===== config.mk =====
export PLATFORM = sky130hd
export DESIGN_NAME = mvsm_front
export DESIGN_NICKNAME = d
export VERILOG_FILES = /design/src/rtl/mvsm_pkg.sv /design/src/rtl/mvsm_front.sv
export SDC_FILE = /design/constraint.sdc
export NUM_CORES = 1
export LEC_CHECK = 0
export BUFFER_PORTS_ARGS = -buffer_cell sky130_fd_sc_hd__buf_2
export CAP_MARGIN = 20
export CORE_MARGIN = 4
export CORE_UTILIZATION = 60
export CTS_BUF_LIST = sky130_fd_sc_hd__clkbuf_8
export DETAILED_ROUTE_END_ITERATION = 7
export HOLD_SLACK_MARGIN = 0.15
export PLACE_DENSITY = 0.83
export SETUP_SLACK_MARGIN = 0.1
export SYNTH_ARGS = -nofsm -noshare
export SYNTH_HDL_FRONTEND = slang
export SYNTH_SLANG_ARGS = --single-unit

===== constraint.sdc =====
create_clock -name clk -period 8.4 [get_ports clk]
set_input_delay 1.68 -clock clk [delete_from_list [all_inputs] [get_ports clk]]
set_output_delay 1.68 -clock clk [all_outputs]
set_load 0.02 [all_outputs]

===== src/rtl/mvsm_pkg.sv =====
// Package: shared types, constants and opcodes for the voice mixer.
`timescale 1ns / 1ps
package mvsm_pkg;

	localparam int unsigned NumVoicesDef      = 256;
	localparam int unsigned SamplesPerVoiceDef = 1024;
	localparam int unsigned QueueDepthDef     = 4;
	localparam int unsigned VoiceW  = 8;
	localparam int unsigned SampleW = 16;
	localparam int unsigned GainW   = 16;
	localparam int unsigned OutW    = 24;
	localparam int unsigned OpW     = 3;

	typedef enum logic [OpW-1:0] {
		OP_GAIN  = 3'd0,
		OP_LOAD  = 3'd1,
		OP_PLAY  = 3'd2,
		OP_STOP  = 3'd3,
		OP_MIX   = 3'd4
	} op_t;

	typedef struct packed {
		logic [OpW-1:0]            operation;
		logic [VoiceW-1:0]         voice;
		logic [GainW-1:0]          gain_left;
		logic [GainW-1:0]          gain_right;
		logic                      loop_enable;
		logic signed [SampleW-1:0] sample_value;
		logic                      first_sample;
		logic signed [OutW-1:0]    bed_left;
		logic signed [OutW-1:0]    bed_right;
	} in_word_t;

	typedef struct packed {
		logic signed [OutW-1:0] mix_left;
		logic signed [OutW-1:0] mix_right;
		logic                   clipped;
	} out_word_t;

	typedef enum logic [2:0] {
		ST_CLEAR,
		ST_IDLE,
		ST_CMD,
		ST_WALK,
		ST_DRAIN,
		ST_OUT
	} back_state_t;

endpackage


===== src/rtl/mvsm_front.sv =====
// Front end: command queue toward the engine.
`timescale 1ns / 1ps
module mvsm_front #(
	parameter int unsigned Depth = mvsm_pkg::QueueDepthDef
) (
	input  logic                clk,
	input  logic                arst_n,
	input  logic                in_valid,
	output logic                in_stall,
	input  mvsm_pkg::in_word_t  in_word,
	output logic                q_valid,
	input  logic                q_take,
	output mvsm_pkg::in_word_t  q_word
);
	import mvsm_pkg::*;

	localparam int unsigned PtrW = (Depth > 1) ? $clog2(Depth) : 1;

	in_word_t             fifo_q [Depth];
	logic [PtrW-1:0]      wr_q, rd_q;
	logic [PtrW:0]        cnt_q;
	logic                 push, pop;
	logic                 keep;

	// Drop unused opcodes at the door.
	assign keep     = (in_word.operation <= OP_MIX);
	assign in_stall = (cnt_q == (PtrW+1)'(Depth));
	assign push     = in_valid && !in_stall && keep;
	assign pop      = q_take && q_valid;
	assign q_valid  = (cnt_q != '0);
	assign q_word   = fifo_q[rd_q];

	always_ff @(posedge clk) begin
		if (push) fifo_q[wr_q] <= in_word;
	end

	always_ff @(posedge clk or negedge arst_n) begin
		if (!arst_n) begin
			wr_q  <= '0;
			rd_q  <= '0;
			cnt_q <= '0;
		end else begin
			if (push) wr_q <= (wr_q == PtrW'(Depth - 1)) ? '0 : wr_q + PtrW'(1);
			if (pop)  rd_q <= (rd_q == PtrW'(Depth - 1)) ? '0 : rd_q + PtrW'(1);
			cnt_q <= cnt_q + (PtrW+1)'(push) - (PtrW+1)'(pop);
		end
	end
endmodule


==> results_dict.tcl <==
set metrics [dict create \
    fill_cells 1564 \
    yosysSeqAreaShare 0.819 \
    hold_viol 0 \
    layout_min_cycle_time_ns 4.63 \
    cp_slowest_cell "buf_4" \
    synth_nets 730 \
    fin_util 0.716 \
    ios 224 \
    synth_edf_count 436 \
    drc 0 \
    drv_cap 0 \
    worst_pin_slew_ns 1.01 \
    clock_latency_ns 0.57 \
    critical_path.startpoint_type "flip-flop" \
    timing.rr.start "cnt_q[2]$_DFF_PN0_" \
    hpwl_um 17500 \
    ctsResizeCount 0 \
    root_buffer "clkbuf_8" \
    grt_usage 0.200 \
    arrival_ns 2.95 \
    cellPowerDensity_mw_per_mm2 338 \
    hp-class "reg2reg" \
    ys_ff_latch 443 \
    vias 7286 \
    fin_skew_ns 0.0208 \
    vdd_drop_max_v 0.000224 \
    rows 59 \
    path_cells "buf_4 > mux4_2 > buf_2" \
    die_h_um 172 \
    wire_per_inst_um 22.9 \
    viasPerCell 5.76 \
    path_class "reg2out" \
    startpoint "rd_q[1]$_DFFE_PN0P_" \
    end_kind "primary output" \
    rsz0062_at_grt "no" \
    nets 1005 \
    yosysWarnings 0 \
    cp.required_ns 6.72 \
    first_iter_violations 783 \
    synth_cells 609 \
    hold_ws_ns 0.496 \
    cts.path.max_buffers 3 \
    r2r_end "fifo_q[0][1]$_DFFE_PP_" \
    grt_max_degree 69 \
    dpl-instance-area_mm2 0.0176 \
    core_area_mm2 0.0263 \
    grt_overflow 0 \
    slew_headroom 0.325 \
    fmax_mhz 216 \
    finalCritPeriodShare 0.551 \
    numCtsBuffers 68 \
    hold-path-cell-count 1 \
    p_leak_nw 6.48 \
    area_growth_pct 16.1 \
    cts_tree "done" \
    final_area_mm2 0.0188 \
    io_buffers 223 \
    final-setup-viol-count 0 \
    antenna_found_initial 6 \
    clock-sinks 443 \
    reg2reg_depth 4 \
    netlist_area_mm2 0.0162 \
    drt-total-wl_um 29000 \
    postCtsSetupBuffers 0 \
    layout-drive-gt1-share 0.464 \
    cp_top_family "buffers and inverters" \
    grt_pass1_vias 7861 \
    run_status "finished clean" \
    tns_ns 0 \
    slew_violations 0 \
    clk_pin_slew_worst_paths_ns 0.06 \
    htree_levels 3 \
    avgSynthCellArea_um2 26.6 \
    dr.pass1.iters 5 \
    synthArstFlopShare 0.0158 \
    whs_endpoint "cnt_q[2]$_DFF_PN0_" \
    hp-start "cnt_q[2]$_DFF_PN0_" \
    ant_nets 0 \
    die-area_mm2 0.0297 \
    critPathBufInv 2 \
    globalplace.congestion 0.709 \
    ctsHoldBuffers 0 \
    grt_pass1_wl_um 44200 \
    max_stage_delay_ns 0.87 \
    die_x_um 172 \
    synthDistinctLibCells 21 \
    r2r_slack_ns 5.40 \
    synth_flop_cell "edfxtp_1" \
    start_util 0.616 \
    crit_fanout 67 \
]
-- worst max path at each step --
stage	end	slack, ns	depth (start not counted)
after floorplan	fifo_q[0][0]$_DFFE_PP_	3.31	4
after global placement	fifo_q[2][93]$_DFFE_PP_	4.08	5
after detailed placement	fifo_q[2][93]$_DFFE_PP_	4.06	5
after CTS	q_word[57]	3.55	3
after global routing	q_word[61]	3.61	3
final	q_word[81]	3.77	3
-- registers in the layout (all words and copies together), names as in the netlist --
| name | cells |
|---|---|
| fifo_q | 436 |
| rd_q | 2 |
| wr_q | 2 |
| cnt_q | 3 |
-- cells in the final DEF (no fill, tap or decap) --
cell / n
xnor2_1: 2
dfrtp_4: 2
clkinvlp_4: 2
buf_2: 223
edfxtp_1: 436
clkinv_1: 12
mux2_2: 1
buf_16: 1
nor3b_2: 1
nor2_1: 2
ha_1: 7
inv_8: 2
and2_4: 4
buf_12: 1
nand2_1: 1
or3_1: 1
and3b_1: 1
mux2_4: 2
clkbuf_8: 70
buf_4: 5
mux4_2: 109
diode_2: 2
mux2_1: 1
o21ai_0: 1
fa_1: 1
clkinv_2: 4
inv_6: 3
inv_1: 27
dfrtp_1: 5
-- cell families after synthesis --
family                   after synthesis  synth area share
multiplexers                         113             0.155
AO/OA/AOI/OAI                          1          0.000309
AND/OR/NAND/NOR                       10           0.00394
XOR/XNOR                               2           0.00108
adder cells (fa/ha/maj)                8           0.00665
buffers and inverters                 32            0.0138
flip-flops                           443             0.819
-- metal layers --
layer	routed length, um	share of wire	global-route usage	up-vias
met5	63	0.0022	0	-
met3	2350	0.081	0.0604	61
li1	-	-	-	3186
met2	14600	0.50	0.314	300
met4	703	0.024	0.0742	10
met1	11200	0.39	0.272	3729
-- metrics by stage --
stage / cells / setup slack, ns / power (W)
6_report: 1264 / 3.77 / 0.00637
3_3_place_gp: 1148 / 4.08 / 0.00487
2_1_floorplan: 609 / 3.31 / 0.00434
4_1_cts: 1261 / 3.55 / 0.00645
5_1_grt: 1263 / 3.61 / 0.00670
3_5_place_dp: 1148 / 4.06 / 0.00491
-- synthesized netlist by cell type, types with 3 or more instances --
master	n	area share
buf_4	3	0.0014
edfxtp_1	436	0.81
buf_2	7	0.0022
and2_1	4	0.0015
mux4_2	109	0.15
ha_1	7	0.0054
buf_6	11	0.0077
dfrtp_1	7	0.011
clkbuf_1	4	0.00093
inv_1	7	0.0016
-- layout make-up --
| type | count | area [um^2] | share of cell area |
|---|---|---|---|
| tap | 335 | 419 | 0.0223 |
| timing repair buffer | 230 | 1200 | 0.0639 |
| antenna | 2 | 5.00 | 0.000266 |
| multi-input combinational | 134 | 2710 | 0.144 |
| inverter | 7 | 26.3 | 0.00140 |
| clock buffer | 70 | 963 | 0.0512 |
| sequential | 443 | 13300 | 0.706 |
| clock inverter | 43 | 204 | 0.0108 |
-- where the power goes --
group          internal, W  switching, W  leakage (nW)
registers          0.00276      0.000134          4.04
clock network     0.000777      0.000756         0.670
logic             0.000815       0.00112          1.77
Power figures use the tool's default switching activity.
